--- src/hdl/log_header_check_window_bucket_assert.svh ---
// assertion macros shared by the block's rtl
`ifndef LOG_HEADER_CHECK_WINDOW_BUCKET_ASSERT_SVH
`define LOG_HEADER_CHECK_WINDOW_BUCKET_ASSERT_SVH

// same-cycle implication, off while reset is low
`define LHC_ASSERT_IMP(label, clk, rst_n, ante, cons, msg) \
    label: assert property (@(posedge clk) disable iff (!rst_n) (ante) |-> (cons)) \
        else $error(msg);

// next-cycle implication, off while reset is low
`define LHC_ASSERT_NXT(label, clk, rst_n, ante, cons, msg) \
    label: assert property (@(posedge clk) disable iff (!rst_n) (ante) |=> (cons)) \
        else $error(msg);

`endif

--- src/hdl/lhc_pkg.sv ---
package lhc_pkg;

    // header layout and limits
    localparam int unsigned HDR_LEN     = 16;
    localparam int unsigned COUNT_W     = 33;
    localparam logic [COUNT_W-1:0] COUNT_MAX = '1;
    localparam int unsigned STAMP_W     = 64;
    localparam int unsigned SIZE_W      = 32;
    localparam logic [STAMP_W-1:0] MIN_TS = 64'd1356998400000;

    localparam logic [7:0] VERSION_BYTE = 8'h01;
    localparam logic [7:0] MAGIC_0      = 8'hAB;
    localparam logic [7:0] MAGIC_1      = 8'hCD;
    localparam logic [7:0] MAGIC_2      = 8'hEF;

    // byte positions inside the header
    localparam logic [COUNT_W-1:0] POS_VERSION = 33'd0;
    localparam logic [COUNT_W-1:0] POS_MAGIC_0 = 33'd1;
    localparam logic [COUNT_W-1:0] POS_MAGIC_1 = 33'd2;
    localparam logic [COUNT_W-1:0] POS_MAGIC_2 = 33'd3;
    localparam logic [COUNT_W-1:0] POS_TS_LAST = 33'd11;
    localparam logic [COUNT_W-1:0] POS_SZ_LAST = 33'd15;

    // window register
    localparam int unsigned WIN_CFG_W     = 17;
    localparam int unsigned MS_PER_S      = 1000;
    localparam int unsigned WIN_W         = 27;
    localparam int unsigned WIN_CFG_RESET = 60;

    // queue between front and back
    localparam int unsigned QUEUE_DEPTH = 2;

    typedef enum logic [2:0] {
        ST_OK      = 3'd0,
        ST_SHORT   = 3'd1,
        ST_VERSION = 3'd2,
        ST_MAGIC   = 3'd3,
        ST_OLD     = 3'd4,
        ST_SIZE    = 3'd5
    } t_status;

    typedef struct packed {
        t_status              status;
        logic [STAMP_W-1:0]   stamp;
    } t_entry;

    typedef struct packed {
        logic full;
        logic empty;
    } t_q_flags;

    typedef enum logic [1:0] {
        BK_IDLE,
        BK_DIV,
        BK_FIN
    } t_back_state;

endpackage

--- src/hdl/lhc_queue.sv ---
module lhc_queue #(
    parameter int unsigned DEPTH = lhc_pkg::QUEUE_DEPTH
) (
    input  logic             i_clk,
    input  logic             i_rst_n,
    input  logic             i_push,
    input  lhc_pkg::t_entry  i_entry,
    input  logic             i_pop,
    output lhc_pkg::t_entry  o_entry,
    output lhc_pkg::t_q_flags o_flags
);

    localparam int unsigned PTR_W = (DEPTH > 1) ? $clog2(DEPTH) : 1;
    localparam int unsigned CNT_W = $clog2(DEPTH + 1);
    localparam logic [PTR_W-1:0] PTR_LAST = PTR_W'(DEPTH - 1);
    localparam logic [CNT_W-1:0] CNT_FULL = CNT_W'(DEPTH);

    lhc_pkg::t_entry  r_mem [DEPTH];
    logic [PTR_W-1:0] r_wr_ptr, n_wr_ptr;
    logic [PTR_W-1:0] r_rd_ptr, n_rd_ptr;
    logic [CNT_W-1:0] r_count,  n_count;

    // pointer wrap and fill count
    always_comb begin
        n_wr_ptr = r_wr_ptr;
        n_rd_ptr = r_rd_ptr;
        n_count  = r_count;
        if (i_push) begin
            n_wr_ptr = (r_wr_ptr == PTR_LAST) ? '0 : r_wr_ptr + 1'b1;
        end
        if (i_pop) begin
            n_rd_ptr = (r_rd_ptr == PTR_LAST) ? '0 : r_rd_ptr + 1'b1;
        end
        if (i_push && !i_pop) begin
            n_count = r_count + 1'b1;
        end else if (!i_push && i_pop) begin
            n_count = r_count - 1'b1;
        end
    end

    always_ff @(posedge i_clk) begin
        if (!i_rst_n) begin
            r_wr_ptr <= '0;
            r_rd_ptr <= '0;
            r_count  <= '0;
        end else begin
            r_wr_ptr <= n_wr_ptr;
            r_rd_ptr <= n_rd_ptr;
            r_count  <= n_count;
        end
    end

    // entry storage
    always_ff @(posedge i_clk) begin
        if (i_push) begin
            r_mem[r_wr_ptr] <= i_entry;
        end
    end

    assign o_entry       = r_mem[r_rd_ptr];
    assign o_flags.full  = (r_count == CNT_FULL);
    assign o_flags.empty = (r_count == '0);

endmodule

--- src/hdl/lhc_front.sv ---
module lhc_front (
    input  logic              i_clk,
    input  logic              i_rst_n,
    input  logic              i_valid,
    output logic              o_stall,
    input  logic [7:0]        i_data_byte,
    input  logic              i_last_byte,
    input  lhc_pkg::t_q_flags i_q_flags,
    output logic              o_push,
    output lhc_pkg::t_entry   o_entry
);

    logic [lhc_pkg::COUNT_W-1:0] r_count, n_count;
    logic [lhc_pkg::STAMP_W-1:0] r_time,  n_time;
    logic [lhc_pkg::SIZE_W-1:0]  r_size,  n_size;
    lhc_pkg::t_status            r_fault, n_fault;
    lhc_pkg::t_status            status;
    logic                        accept;
    logic [lhc_pkg::COUNT_W-1:0] expect_len;

    assign o_stall = i_q_flags.full;
    assign accept  = i_valid && !i_q_flags.full;

    // header field capture and checks for this word
    always_comb begin
        n_time  = r_time;
        n_size  = r_size;
        n_fault = r_fault;
        if (r_count == lhc_pkg::POS_VERSION) begin
            if (i_data_byte != lhc_pkg::VERSION_BYTE && r_fault == lhc_pkg::ST_OK) begin
                n_fault = lhc_pkg::ST_VERSION;
            end
        end else if (r_count == lhc_pkg::POS_MAGIC_0) begin
            if (i_data_byte != lhc_pkg::MAGIC_0 && r_fault == lhc_pkg::ST_OK) begin
                n_fault = lhc_pkg::ST_MAGIC;
            end
        end else if (r_count == lhc_pkg::POS_MAGIC_1) begin
            if (i_data_byte != lhc_pkg::MAGIC_1 && r_fault == lhc_pkg::ST_OK) begin
                n_fault = lhc_pkg::ST_MAGIC;
            end
        end else if (r_count == lhc_pkg::POS_MAGIC_2) begin
            if (i_data_byte != lhc_pkg::MAGIC_2 && r_fault == lhc_pkg::ST_OK) begin
                n_fault = lhc_pkg::ST_MAGIC;
            end
        end else if (r_count <= lhc_pkg::POS_TS_LAST) begin
            n_time = {r_time[lhc_pkg::STAMP_W-9:0], i_data_byte};
            if (r_count == lhc_pkg::POS_TS_LAST && n_time < lhc_pkg::MIN_TS
                    && r_fault == lhc_pkg::ST_OK) begin
                n_fault = lhc_pkg::ST_OLD;
            end
        end else if (r_count <= lhc_pkg::POS_SZ_LAST) begin
            n_size = {r_size[lhc_pkg::SIZE_W-9:0], i_data_byte};
        end
        n_count = (r_count == lhc_pkg::COUNT_MAX) ? r_count : r_count + 1'b1;
    end

    // classification at the end of a message
    assign expect_len = lhc_pkg::COUNT_W'(n_size) + lhc_pkg::COUNT_W'(lhc_pkg::HDR_LEN);

    always_comb begin
        if (n_count < lhc_pkg::COUNT_W'(lhc_pkg::HDR_LEN)) begin
            status = lhc_pkg::ST_SHORT;
        end else if (n_fault != lhc_pkg::ST_OK) begin
            status = n_fault;
        end else if (n_count != expect_len) begin
            status = lhc_pkg::ST_SIZE;
        end else begin
            status = lhc_pkg::ST_OK;
        end
    end

    assign o_push         = accept && i_last_byte;
    assign o_entry.status = status;
    assign o_entry.stamp  = n_time;

    // message state, cleared after the last word
    always_ff @(posedge i_clk) begin
        if (!i_rst_n) begin
            r_count <= '0;
            r_time  <= '0;
            r_size  <= '0;
            r_fault <= lhc_pkg::ST_OK;
        end else if (accept) begin
            if (i_last_byte) begin
                r_count <= '0;
                r_time  <= '0;
                r_size  <= '0;
                r_fault <= lhc_pkg::ST_OK;
            end else begin
                r_count <= n_count;
                r_time  <= n_time;
                r_size  <= n_size;
                r_fault <= n_fault;
            end
        end
    end

endmodule

--- src/hdl/lhc_back.sv ---
module lhc_back (
    input  logic                          i_clk,
    input  logic                          i_rst_n,
    input  logic                          i_cfg_wr_en,
    input  logic [lhc_pkg::WIN_CFG_W-1:0] i_cfg_wr_data,
    input  lhc_pkg::t_q_flags             i_q_flags,
    input  lhc_pkg::t_entry               i_entry,
    output logic                          o_pop,
    output logic                          o_valid,
    input  logic                          i_stall,
    output logic [2:0]                    o_status,
    output logic [lhc_pkg::STAMP_W-1:0]   o_bucket_key
);

    localparam int unsigned WIN_W = lhc_pkg::WIN_W;
    localparam int unsigned BIT_W = $clog2(lhc_pkg::STAMP_W);
    localparam logic [WIN_W-1:0] WIN_RESET =
        WIN_W'(lhc_pkg::WIN_CFG_RESET * lhc_pkg::MS_PER_S);
    localparam logic [BIT_W-1:0] BIT_TOP = BIT_W'(lhc_pkg::STAMP_W - 1);

    lhc_pkg::t_back_state        r_state, n_state;
    logic [WIN_W-1:0]            r_win;
    logic [lhc_pkg::STAMP_W-1:0] r_stamp;
    logic [WIN_W-1:0]            r_rem, n_rem;
    logic [BIT_W-1:0]            r_bit;
    logic                        r_out_valid;
    lhc_pkg::t_status            r_out_status, n_out_status;
    logic [lhc_pkg::STAMP_W-1:0] r_out_key, n_out_key;
    logic                        out_free;
    logic                        load_out;
    logic                        start_div;
    logic [WIN_W:0]              trial;
    logic [WIN_W:0]              trial_sub;

    assign out_free = !r_out_valid || !i_stall;

    // one restoring remainder step per cycle, msb of the stamp first
    assign trial     = {r_rem, r_stamp[r_bit]};
    assign trial_sub = trial - {1'b0, r_win};
    assign n_rem     = (trial >= {1'b0, r_win}) ? trial_sub[WIN_W-1:0] : trial[WIN_W-1:0];

    // sequencer
    always_comb begin
        n_state      = r_state;
        o_pop        = 1'b0;
        load_out     = 1'b0;
        start_div    = 1'b0;
        n_out_status = lhc_pkg::ST_OK;
        n_out_key    = '0;
        case (r_state)
            lhc_pkg::BK_IDLE: begin
                if (!i_q_flags.empty && out_free) begin
                    o_pop = 1'b1;
                    if (i_entry.status == lhc_pkg::ST_OK && r_win != '0) begin
                        start_div = 1'b1;
                        n_state   = lhc_pkg::BK_DIV;
                    end else begin
                        load_out     = 1'b1;
                        n_out_status = i_entry.status;
                        n_out_key    = (i_entry.status == lhc_pkg::ST_OK) ?
                                       i_entry.stamp : '0;
                    end
                end
            end
            lhc_pkg::BK_DIV: begin
                if (r_bit == '0) begin
                    n_state = lhc_pkg::BK_FIN;
                end
            end
            lhc_pkg::BK_FIN: begin
                if (out_free) begin
                    load_out     = 1'b1;
                    n_out_status = lhc_pkg::ST_OK;
                    n_out_key    = r_stamp - lhc_pkg::STAMP_W'(r_rem);
                    n_state      = lhc_pkg::BK_IDLE;
                end
            end
            default: begin
                n_state = lhc_pkg::BK_IDLE;
            end
        endcase
    end

    always_ff @(posedge i_clk) begin
        if (!i_rst_n) begin
            r_state <= lhc_pkg::BK_IDLE;
        end else begin
            r_state <= n_state;
        end
    end

    // window length in ms
    always_ff @(posedge i_clk) begin
        if (!i_rst_n) begin
            r_win <= WIN_RESET;
        end else if (i_cfg_wr_en) begin
            r_win <= WIN_W'(i_cfg_wr_data) * WIN_W'(lhc_pkg::MS_PER_S);
        end
    end

    // divider datapath
    always_ff @(posedge i_clk) begin
        if (start_div) begin
            r_stamp <= i_entry.stamp;
            r_rem   <= '0;
            r_bit   <= BIT_TOP;
        end else if (r_state == lhc_pkg::BK_DIV) begin
            r_rem <= n_rem;
            r_bit <= r_bit - 1'b1;
        end
    end

    // output register
    always_ff @(posedge i_clk) begin
        if (!i_rst_n) begin
            r_out_valid <= 1'b0;
        end else if (load_out) begin
            r_out_valid <= 1'b1;
        end else if (!i_stall) begin
            r_out_valid <= 1'b0;
        end
    end

    always_ff @(posedge i_clk) begin
        if (load_out) begin
            r_out_status <= n_out_status;
            r_out_key    <= n_out_key;
        end
    end

    assign o_valid      = r_out_valid;
    assign o_status     = r_out_status;
    assign o_bucket_key = r_out_key;

endmodule

--- src/hdl/log_header_check_window_bucket.sv ---
// Log header checker with window bucketing.
// Input channel: one message byte per word (i_data_byte, i_last_byte on the final
// byte), taken when i_in_valid is high and o_in_stall is low; bytes flow at one per
// cycle while the result queue has room.
// Output channel: one word per message (o_status, o_bucket_key), taken when
// o_out_valid is high and i_out_stall is low; it holds while stalled.
// Config: i_cfg_wr_en writes window_seconds from i_cfg_wr_data; use it only while idle,
// which the block does not enforce. From the last byte, a rejected message or a zero
// window passes the result queue and the output register; an accepted one also
// waits on the bit-serial 64-step remainder unit, which takes no new message while
// it divides; short accepted messages fill the result queue and then raise o_in_stall.
// A stalled output holds its word; the back end then waits and the queue fills.
// Reset (i_rst_n low, synchronous) empties the queue, drops any partial message,
// clears the output valid and sets the window to 60 seconds.
`include "log_header_check_window_bucket_assert.svh"

module log_header_check_window_bucket #(
    parameter int unsigned QUEUE_DEPTH = lhc_pkg::QUEUE_DEPTH
) (
    input  logic                          i_clk,
    input  logic                          i_rst_n,
    input  logic                          i_in_valid,
    output logic                          o_in_stall,
    input  logic [7:0]                    i_data_byte,
    input  logic                          i_last_byte,
    output logic                          o_out_valid,
    input  logic                          i_out_stall,
    output logic [2:0]                    o_status,
    output logic [lhc_pkg::STAMP_W-1:0]   o_bucket_key,
    input  logic                          i_cfg_wr_en,
    input  logic [lhc_pkg::WIN_CFG_W-1:0] i_cfg_wr_data
);

    logic              q_push;
    logic              q_pop;
    lhc_pkg::t_entry   q_in;
    lhc_pkg::t_entry   q_out;
    lhc_pkg::t_q_flags q_flags;

    // byte parser and header checks
    lhc_front u_front (
        .i_clk       (i_clk),
        .i_rst_n     (i_rst_n),
        .i_valid     (i_in_valid),
        .o_stall     (o_in_stall),
        .i_data_byte (i_data_byte),
        .i_last_byte (i_last_byte),
        .i_q_flags   (q_flags),
        .o_push      (q_push),
        .o_entry     (q_in)
    );

    // classified messages waiting for the back end
    lhc_queue #(
        .DEPTH (QUEUE_DEPTH)
    ) u_queue (
        .i_clk   (i_clk),
        .i_rst_n (i_rst_n),
        .i_push  (q_push),
        .i_entry (q_in),
        .i_pop   (q_pop),
        .o_entry (q_out),
        .o_flags (q_flags)
    );

    // window rounding and output register
    lhc_back u_back (
        .i_clk         (i_clk),
        .i_rst_n       (i_rst_n),
        .i_cfg_wr_en   (i_cfg_wr_en),
        .i_cfg_wr_data (i_cfg_wr_data),
        .i_q_flags     (q_flags),
        .i_entry       (q_out),
        .o_pop         (q_pop),
        .o_valid       (o_out_valid),
        .i_stall       (i_out_stall),
        .o_status      (o_status),
        .o_bucket_key  (o_bucket_key)
    );

    // checks
    `LHC_ASSERT_IMP(a_no_overflow, i_clk, i_rst_n, q_push, !q_flags.full, "push into full queue")
    `LHC_ASSERT_IMP(a_no_underflow, i_clk, i_rst_n, q_pop, !q_flags.empty, "pop from empty queue")
    `LHC_ASSERT_IMP(a_reject_key, i_clk, i_rst_n, o_out_valid && o_status != lhc_pkg::ST_OK, o_bucket_key == '0, "rejected word has nonzero key")
    `LHC_ASSERT_NXT(a_reject_fast, i_clk, i_rst_n, q_pop && q_out.status != lhc_pkg::ST_OK, o_out_valid && (o_status == $past(q_out.status)), "rejected entry not shown next cycle")

endmodule

--- config.mk ---
export PLATFORM = sky130hd
export DESIGN_NAME = log_header_check_window_bucket
export DESIGN_NICKNAME = d
export VERILOG_FILES = /design/src/hdl/lhc_pkg.sv /design/src/hdl/lhc_queue.sv /design/src/hdl/lhc_front.sv /design/src/hdl/lhc_back.sv /design/src/hdl/log_header_check_window_bucket.sv
export VERILOG_INCLUDE_DIRS = /design/src /design/src/hdl
export SDC_FILE = /design/constraint.sdc
export NUM_CORES = 1
export LEC_CHECK = 0
export ABC_AREA = 1
export BUFFER_PORTS_ARGS = -buffer_cell sky130_fd_sc_hd__buf_2
export CAP_MARGIN = 10
export CORE_MARGIN = 5
export CORE_UTILIZATION = 40
export CTS_CLUSTER_DIAMETER = 50
export DETAILED_ROUTE_END_ITERATION = 8
export GPL_TIMING_DRIVEN = 0
export MAX_ROUTING_LAYER = met4
export PLACE_DENSITY = 0.53
export SLEW_MARGIN = 30
export SYNTH_ARGS = -nofsm -noshare
export SYNTH_HDL_FRONTEND = slang
export SYNTH_SLANG_ARGS = --single-unit
export TNS_END_PERCENT = 100
--- constraint.sdc ---
create_clock -name i_clk -period 11.6 [get_ports i_clk]
set_input_delay 2.32 -clock i_clk [delete_from_list [all_inputs] [get_ports i_clk]]
set_output_delay 2.32 -clock i_clk [all_outputs]
set_load 0.005 [all_outputs]
Word level (Yosys, flattened, before mapping) --
Memories as Yosys holds them, arrays and structs flattened. A register that Yosys moved wholly into a read port is not among the register bits. Index checks and enable logic that the tools add are counted.
Word-level totals: RAM bits 134, register bits 327, input port bits 31, logic and storage cells 143, memory bits (read-only) 0, output and inout bits 69, bits in latches 0, memories 1
Memories:
- u_queue.r_mem | depth 2, width 67, rd ports 1, clocked after memory_dff 1, write ports 1, RTL line lhc_queue.sv:18 | lhc_pkg::t_entry r_mem [DEPTH];
Cells by class: $add $sub $neg 9, $lt $le $gt $ge 6, divide/modulo/power cells 0, reductions and logical operators 30, bitwise gates (word level) 2, eq/ne operators 18, multipliers 1, multiplexer cells 61, shift operators 0
Operators by type and width (number):
- 64-bit 2-to-1 mux | 10
- 32-bit 2-to-1 mux | 7
- 64-bit case mux with 2 select lines | 1
- 33-bit by 2-bit == test with 1-bit output, second input constant | 2
- 33-bit by 4-bit <= comparator with 1-bit output, second input constant | 2
- 33-bit 2-to-1 mux | 2
- 64-bit by 41-bit < comparator with 1-bit output, second input constant | 1
- 64-bit by 27-bit subtractor with 64-bit output | 1
- 3-bit 2-to-1 mux | 14
- 32-bit by 5-bit adder with 33-bit output, second input constant | 1
- 33-bit by 1-bit adder with 33-bit output, second input constant | 1
- 33-bit by 1-bit == test with 1-bit output, second input constant | 1
- 33-bit == test, second input constant | 1
- 33-bit by 4-bit == test with 1-bit output, second input constant | 1
- 33-bit logical NOT | 1
- 33-bit by 5-bit < comparator with 1-bit output, second input constant | 1
- 33-bit != test | 1
- 28-bit by 27-bit greater-or-equal comparator with 1-bit output | 1
- 27-bit 2-to-1 mux | 1
- 27-bit nonzero test | 1
- 27-bit subtractor | 1
- 17-bit by 7-bit multiplier with 24-bit output, second input constant | 1
- 8-bit != test, second input constant | 3
- 1-bit 2-to-1 mux | 17
- 24 further kinds | 54

Longest topological paths before layout --
Gate-level depths: netlist of run 1.
depth after elaboration 12, gate-level depth with buffers 30

By module --
A second synthesis of run 1 with hierarchy kept.
Unflattened totals: cell total of the unflattened synthesis 3971, area, all modules 30262.8 um^2
By module, submodules not included:
- lhc_back | cells an instance 2089, instances 1, area each 15521.1 um^2
- lhc_front | cells an instance 1639, instances 1, area each 9566.7 um^2
- lhc_queue | cells an instance 243, instances 1, area each 5175.0 um^2

Least setup slack after synthesis of run 1 --
No wires, ideal clock.
path kind in2reg, start input i_out_stall, end register u_back.r_rem[10], path slack 4.564 ns, data arrival time 6.919 ns, library setup time 0.116 ns, data required time 11.484 ns, cell stages on the path 7, cell sequence nand2_1 o211ai_1 nor2_1 clkinv_1 clkbuf_1 o211ai_1 inv_1
On the way: longest elaborated chain between the ends 5
Ends and longest elaborated chain:
- start, declared | RTL line log_header_check_window_bucket.sv:27 | input logic i_out_stall,
- 1-bit logical NOT | RTL line lhc_back.sv:35 | assign out_free = !r_out_valid || !i_stall;
- 1-bit logical OR | RTL line lhc_back.sv:35
- 1-bit logical AND | RTL line lhc_back.sv:52 | if (!i_q_flags.empty && out_free) begin
- 1-bit 2-to-1 mux | RTL line lhc_back.sv:52
- 1-bit 2-to-1 mux | RTL line lhc_back.sv:50 | case (r_state)
- via u_back.start_div | RTL line lhc_back.sv:31 | logic start_div;
- end signal, assigned | RTL line lhc_back.sv:108 | r_rem <= n_rem;
- end, declared | RTL line lhc_back.sv:24 | logic [WIN_W-1:0] r_rem, n_rem;
The timed path passes the listed nets, and every way through them passes these cells. A chain may end at the register's enable or synchronous reset.

Final worst setup path of run 1 --
start input i_cfg_wr_data[0] in the netlist's numbering, end register u_back.r_win[26]
On the way: longest elaborated chain between the ends 1
Ends and longest elaborated chain:
- start, declared | RTL line log_header_check_window_bucket.sv:31 | input logic [lhc_pkg::WIN_CFG_W-1:0] i_cfg_wr_data
- 17-bit by 7-bit multiplier with 24-bit output | RTL line lhc_back.sv:97 | r_win <= WIN_W'(i_cfg_wr_data) * WIN_W'(lhc_pkg::MS_PER_S);
- end signal, assigned | RTL line lhc_back.sv:97
- end, declared | RTL line lhc_back.sv:22 | logic [WIN_W-1:0] r_win;
No other way between the ends.

==> results by group, run 1 <==
Outcome
  • Status: complete, no violations

Final layout
  • Fill cell count: 7,277
  • Area occupied by multi-input gates: 14,400 um2
  • Area Growth Syn to Fin: 14.7%
  • Nets: 4,073
  • Fin cells: 4,875
  • Sequential Area: 11,900 um2
  • Share of post-route cells with drive strength above 1: 9.51%

Logic synthesis
  • Warnings from Yosys: 0
  • Post-synthesis async set-or-reset flop share: 0%
  • Yosys reg bits: roughly 460
  • Ys flop type: edfxtp_1
  • Synthesized netlist net count: 3,894
  • Top cell type's share of synthesized area: roughly 28%
  • Mux cell area share after synthesis: 0.533%
  • Area leader, netlist: edfxtp_1
  • Post-synth top cells: nand2_1 (864), inv_1 (467), nor2_1 (366)
  • Mean Syn Cell Area: 7.76 um2
  • Synth Area in Simple Gates: between 20% and 30%
  • Post-Syn Area: roughly 29,000 um2
  • Largest family of logic cells by synthesized area: simple AND/OR/NAND/NOR gates
  • Top-count cell post-synth: nand2_1
  • Synth area leaders: edfxtp_1 (28%), dfxtp_1 (14%), nand2_1 (11%)
  • Post-Synth XOR/XNOR Area: 3.07%
  • Synth Area in Compound Gates: about an eighth
  • Yosys cell types: 55
  • Register area share after synthesis: 41.6%
  • EDFF count, synth: between 200 and 300
  • Post-synthesis cell count: 3,690
  • Post-Synth Adder-Cell Area: 9.13%

Clock network
  • Number of buffers created by CTS: 68
  • H-tree levels: 3
  • # hold bufs at CTS: 0
  • Post-CTS sizing: 0
  • Clock buffer depth: 3
  • Worst skew pair latency: 0.61 ns
  • Clock transition at path regs: 0.05 ns
  • Clock sink count: roughly 460
  • CTS tree: built
  • Setup bufs post-CTS: 0
  • Clock Root Buffer: clkbuf_16

Drt
  • Via count: 25.2k
  • Total wire length: 93,200 um
  • Routed wire per std cell: 19.1 um
  • DRT iter0 DRCs: 2,061
  • Vias/cell: 5.17
  • DRC Markers: 0
  • Remaining antenna violation count: 0
  • Total iterations of the first detailed-routing run: 6

Timing
  • Worst slew pin tran: 1.08 ns
  • Period utilisation layout: 59.6%
  • Minimum clock period: 6.92 ns
  • Rel. slew slack: between 20% and 30%
  • WHS: 0.462 ns
  • Endpoints failing hold: 0
  • Worst Skew: 0.0311 ns
  • Final setup fails: 0
  • Max Freq: ~0.14 GHz
  • Final slew viol count: 0
  • Fin Setup TNS: 0 ns
  • RSZ-0062 raised after global routing: false

Global routing
  • GR Util All Layers: between 20% and 30%
  • Initial antenna violation count: 1
  • Number of global-route vias before repair: between 20k and 25k
  • GRT overflow: 0
  • First-pass GRT wire length: roughly 140,000 um
  • Pin count of the biggest net entering global routing: 49

Setup path
  • Critical-path cell list: buf_2 -> fa_1 -> inv_1 -> fa_1 -> fa_1 -> inv_1 -> fa_1 -> ha_1 -> nand3_1 -> nand3_1 -> a21oi_1 -> o21ai_0 -> a21boi_0 -> o21ai_0 -> a21boi_0 -> o21ai_0 -> a21boi_0 -> o21ai_0 -> nand2_1 -> nand2_1 -> o21ai_0 -> inv_1
  • Worst Path Max Fanout: 5
  • Slowest Stage Delay on Critical Path: 0.58 ns
  • Slowest-stage cell, CP: fa_1
  • Most common cell on crit path: o21ai_0
  • Critical Path Start Type: input port
  • Worst EP required: 12.09 ns
  • Critical setup path kind: in2reg
  • Setup crit end kind: flip-flop
  • Arr. time, crit path: 7.40 ns

Floorplanning
  • Row cnt: 98
  • Starting Density: 40.2%
  • Die Area: 77,000 um2
  • Core area: about 71,000 um2
  • Overall die height: between 200 and 300 um
  • Io pins: 100
  • Die width: 278 um

Pwr
  • Maximum vdd ir drop: approximately 160 uV
  • Pwr dens: 209 nW/um2
  • P_leak: 13.6 nW

Place
  • Dpl hpwl: between 70,000 and 80,000 um
  • Port Buffers: 99
  • Gp weighted congestion: 0.961
  • Placed insts: 4,749

Flow run
  • Max Cap Violations: 0

Min path
  • Worst Hold Class: reg2reg
path summary, 6_finish.rpt:
| kind | endpoint | slack (ns) | startpoint | depth (start not counted) |
|---|---|---|---|---|
| setup reg to reg | u_queue.r_mem[0][64] | 7.24 | u_front.r_count[0] | 26 |
| hold / removal | u_front.r_size[12] | 0.46 | u_front.r_size[12] | 2 |
| hold reg to reg | u_front.r_size[12] | 0.46 | u_front.r_size[12] | 2 |
| setup / recovery | u_back.r_win[26] | 4.68 | i_cfg_wr_data[0] | 22 |
sequential cells by signal, indices dropped and copies added, names as in the netlist, named ones only:
register / cells
u_back.o_bucket_key: 64
u_back.o_status: 3
u_back.o_valid: 1
u_back.r_bit: 6
u_back.r_rem: 27
u_back.r_stamp: 64
u_back.r_state: 2
u_back.r_win: 24
u_front.r_count: 33
u_front.r_fault: 3
u_front.r_size: 32
u_front.r_time: 64
u_queue.r_count: 2
u_queue.r_mem: 134
u_queue.r_rd_ptr: 1
u_queue.r_wr_ptr: 1
worst max-delay path, delay by kind of cell:
kind	cells	cell delay [ns]
buf+inv	4	0.35
fa+ha+maj	5	2.40
compound gates	9	1.99
simple gates	4	0.33
cell usage in the layout, fill, tap and decap left out, types with 18 or more instances in the layout:
cell	n
or2_2	65
fa_1	60
nor4_1	23
inv_1	467
nor3_1	31
ha_1	113
xor2_1	57
nand4_1	43
buf_2	107
o21ai_0	291
edfxtp_1	265
clkbuf_1	118
o22ai_1	33
dfxtp_1	197
o211ai_1	20
nand3_1	166
nor2_1	363
xnor2_1	33
nand2_2	18
nand2_1	863
a21oi_1	300
clkbuf_16	69
final cells by class:
type,count,share of cell area (%)
multi-input cells,2618,43.9
flip-flops and latches,462,36.2
inverters,487,5.56
clock buffers,83,5.51
well taps,950,3.62
repair buffers,109,2.35
plain buffers,123,1.54
clock inverters,42,1.27
diodes,1,0.00762
cell families after synthesis:
group                    after synthesis
AND/OR/NAND/NOR                     1625
adder cells (fa/ha/maj)              173
flip-flops                           462
XOR/XNOR                              94
multiplexers                          14
AO/OA/AOI/OAI                        712
buffers and inverters                610
stage by stage:
stage	util (%)	setup WS, ns	instance area [um2]	power, W
floorplan	-	4.56	28600	0.00396
global placement	42.6	0.927	30300	0.00481
detailed placement	43.0	4.04	30600	0.00483
CTS	46.1	4.67	32900	0.00688
global route	46.1	4.15	32900	0.00732
finish	46.1	4.68	32900	0.00685
report_power, final:
group | switching, W | internal [W] | total (W) | leakage, nW
logic | 0.00180 | 0.000911 | 0.00271 | 8.40
registers | 0.0000992 | 0.00202 | 0.00211 | 4.12
clock network | 0.000808 | 0.00122 | 0.00203 | 1.09
metal layers:
layer,wire (um),vias up,part of all wire (%),track usage [%]
met2,42000,696,45,38.0
met1,42900,11775,46,33.4
met5,0,-,0,-
met3,5440,180,5.8,3.25
li1,-,12572,-,-
met4,2810,0,3.0,7.23
(Power assumes the default switching activity.)
==> run 2, diff against run 1 <==
--- a/config.mk
+++ b/config.mk
@@ -15,7 +15,7 @@
 export DETAILED_ROUTE_END_ITERATION = 8
 export GPL_TIMING_DRIVEN = 0
 export MAX_ROUTING_LAYER = met4
-export PLACE_DENSITY = 0.53
+export PLACE_DENSITY = 0.56
 export SLEW_MARGIN = 30
 export SYNTH_ARGS = -nofsm -noshare
 export SYNTH_HDL_FRONTEND = slang
==> constraint.sdc (replaced) <==
create_clock -name i_clk -period 6 [get_ports i_clk]
set_input_delay 1.2 -clock i_clk [delete_from_list [all_inputs] [get_ports i_clk]]
set_output_delay 1.2 -clock i_clk [all_outputs]
set_load 0.005 [all_outputs]
==> results by group, run 2 (synthesis gave the netlist of run 1 again) <==
Setup path
  • Most common cell on crit path: fa_1
  • Worst EP required: 6.50 ns (-5.59 ns)
  • Slowest-stage cell, CP: fa_1
  • Setup slack, reg-to-reg: 1.58 ns (-5.66 ns)
  • Setup crit end kind: flip-flop
  • Top Family by Delay on Critical Path: adder cells
  • Critical path buffers and inverters: 4 (unchanged)
  • R2R cell count: 26 (unchanged)
  • Stages on worst setup path: 22 (unchanged)
  • Critical setup path kind: in2reg
  • Critical Path Start Type: input port
  • Arr. time, crit path: 5.94 ns (-1.46 ns)
  • Critical-path cell list: buf_2 -> fa_1 -> inv_1 -> fa_1 -> fa_1 -> inv_1 -> fa_1 -> ha_1 -> nand3_1 -> nand3_1 -> a21oi_1 -> o21ai_0 -> a21boi_1 -> o21ai_1 -> a21boi_1 -> o21ai_1 -> a21boi_0 -> o21ai_0 -> nand2_1 -> nand2_1 -> o21ai_0 -> inv_1
  • Worst Path Max Fanout: 5 (unchanged)
  • Slowest Stage Delay on Critical Path: 0.58 ns (about the same)

Drt
  • Total wire length: 91,600 um (-1.7%)
  • Vias/cell: 5.14 (-0.56%)
  • Remaining antenna violation count: 0 (unchanged)
  • DRT iter0 DRCs: 2,019 (-2.0%)
  • Routed wire per std cell: 18.8 um (-1.8%)
  • DRC Markers: 0 (unchanged)
  • Total iterations of the first detailed-routing run: 5 (-1)
  • Via count: 25.1k (-0.48%)

Final layout
  • Share of post-route cells with drive strength above 1: 9.73% (+0.22 points)
  • Most common cell after layout, fill and taps aside: nand2_1
  • Max reg flops: 134 (unchanged)
  • Nets: 4,077 (+0.098%)
  • Area Growth Syn to Fin: 15.5%
  • Most flops, register: u_queue.r_mem
  • Most frequent cells in the layout: nand2_1 (863), inv_1 (467), nor2_1 (363)

Clock network
  • Setup bufs post-CTS: 0 (unchanged)
  • Clock sink count: 462 (unchanged)
  • H-tree levels: 3 (unchanged)
  • Worst skew pair latency: 0.62 ns (about the same)
  • Clock transition at path regs: 0.05 ns (about the same)
  • Number of buffers created by CTS: 70 (+2.9%)
  • CTS tree: built
  • Clock Root Buffer: clkbuf_16
  • Clock buffer depth: 3 (unchanged)
  • # hold bufs at CTS: 0 (unchanged)

Global routing
  • First-pass GRT wire length: 141,000 um (-1.4%)
  • GR Util All Layers: 23.8% (-0.49 points)
  • Pin count of the biggest net entering global routing: 50 (+2.0%)
  • Number of global-route vias before repair: 23.6k (-0.88%)
  • GRT overflow: 0 (unchanged)
  • Initial antenna violation count: 0 (-1)

Pwr
  • P_leak: 13.7 nW (+0.76%)
  • Pwr dens: 408 nW/um2 (+96%)
  • Total power: 0.0135 W (+97%)
  • Maximum vdd ir drop: 388 uV (+140%)

Timing
  • Period utilisation layout: 90.8%
  • WHS: 0.462 ns (-0.000425 ns)
  • Worst slew pin tran: 0.972 ns (-0.113 ns)
  • Final setup fails: 0 (unchanged)
  • RSZ-0062 raised after global routing: false
  • Minimum clock period: 5.45 ns
  • Max Freq: 0.184 GHz
  • Rel. slew slack: 35.2% (+8.3 points)
  • Endpoints failing hold: 0 (unchanged)
  • Final slew viol count: 0 (unchanged)
  • Worst Skew: 0.0287 ns (-0.00234 ns)

Min path
  • Hold path cells: 2 (unchanged)
  • Worst Hold Class: reg2reg

Place
  • Dpl hpwl: 72,500 um (-2.0%)
  • Port Buffers: 99 (unchanged)
  • Gp weighted congestion: 0.955 (-0.61%)

Floorplanning
  • Die Area: 77,000 um2 (unchanged)
  • Row cnt: 98 (unchanged)
  • Starting Density: 40.2% (unchanged)
  • Io pins: 100 (unchanged)
  • Core area: 71,200 um2 (unchanged)
  • Overall die height: 278 um (unchanged)
  • Die width: 278 um (unchanged)

Flow run
  • Max Cap Violations: 0 (unchanged)

Outcome
  • Status: complete, no violations
run 2: changes by cell type in the layout (fill, tap and decap cells not counted), moves of 2 or more:
| cell | change |
|---|---|
| clkbuf_1 | -3 |
| bufinv_16 | +5 |
| clkinv_1 | -2 |
| o21ai_1 | +2 |
| a21boi_1 | +2 |
| a21boi_0 | -2 |
| clkbuf_16 | +2 |
| o21ai_0 | -2 |
run 2: final timing paths:
path | end | start
min reg2reg | u_front.r_size[29] | u_front.r_size[29]
max reg2reg | u_queue.r_mem[1][64] | u_front.r_count[0]
max | u_back.r_win[26] | i_cfg_wr_data[0]
min | u_front.r_size[29] | u_front.r_size[29]
run 2: where the power goes:
group / switching (W) / internal (W) / total, W
clock: 0.00161 / 0.00263 / 0.00423
sequential: 0.000190 / 0.00390 / 0.00409
combinational: 0.00342 / 0.00177 / 0.00519
total: 0.00522 / 0.00829 / 0.0135
run 2: repair_timing:
item                                    in CTS  in global routing
endpoints found under the hold margin        0                  0
endpoints found under the setup margin       0                  2
resized for setup                            0                  4
run 2: per-layer routing:
layer  up-vias  part of all wire, %  global-route usage, %
li1      12567                    -                      -
met5         -                    0                      -
met3       143                  5.2                   3.03
met1     11740                   46                   32.5
met4         0                  2.3                   5.68
met2       652                   46                   38.2
run 2: worst register-to-register path, cell delays in order, from the launching register on:
cell     delay [ns]
dfxtp_1        0.51
ha_1           0.35
inv_2          0.11
nor2_1         0.16
nand2_1        0.07
nor2_1         0.09
nand4_1        0.11
nand2_2        0.24
nand2_4        0.16
buf_6          0.18
nand2_2        0.07
nand2_2        0.07
inv_1          0.11
ha_1           0.19
nand3_1        0.09
nor2_1         0.19
nand3_1        0.14
nor2_2         0.26
nand3_1        0.14
nand2_1        0.10
nand3_1        0.09
nor2_1         0.10
nand2_1        0.06
nor2_1         0.17
nand3_1        0.22
nand2_1        0.11
nand2_1        0.07
run 2: stage by stage:
stage / worst slack (ns) / std cells / instance area, um2 / util [%] / setup TNS (ns)
6_report: 0.551 / 4879 / 33100 / 46.4 / 0
3_5_place_dp: -0.396 / 4750 / 30700 / 43.0 / -0.666
3_3_place_gp: -3.46 / 4739 / 30300 / 42.6 / -279.24
2_1_floorplan: 0.0845 / 3690 / 28600 / - / 0
4_1_cts: 0.241 / 4877 / 33100 / 46.4 / 0
5_1_grt: 0.0329 / 4878 / 33100 / 46.4 / 0
run 2: final cells by class:
cell class / count / area, um2
Fill cell: 7159 / 38200
Multi-Input combinational cell: 2618 / 14400
Sequential cell: 462 / 11900
Clock buffer: 81 / 1830
Inverter: 487 / 1830
Tap cell: 950 / 1190
Timing Repair Buffer: 111 / 803
Clock inverter: 46 / 588
Buffer: 123 / 505
Antenna cell: 1 / 2.50
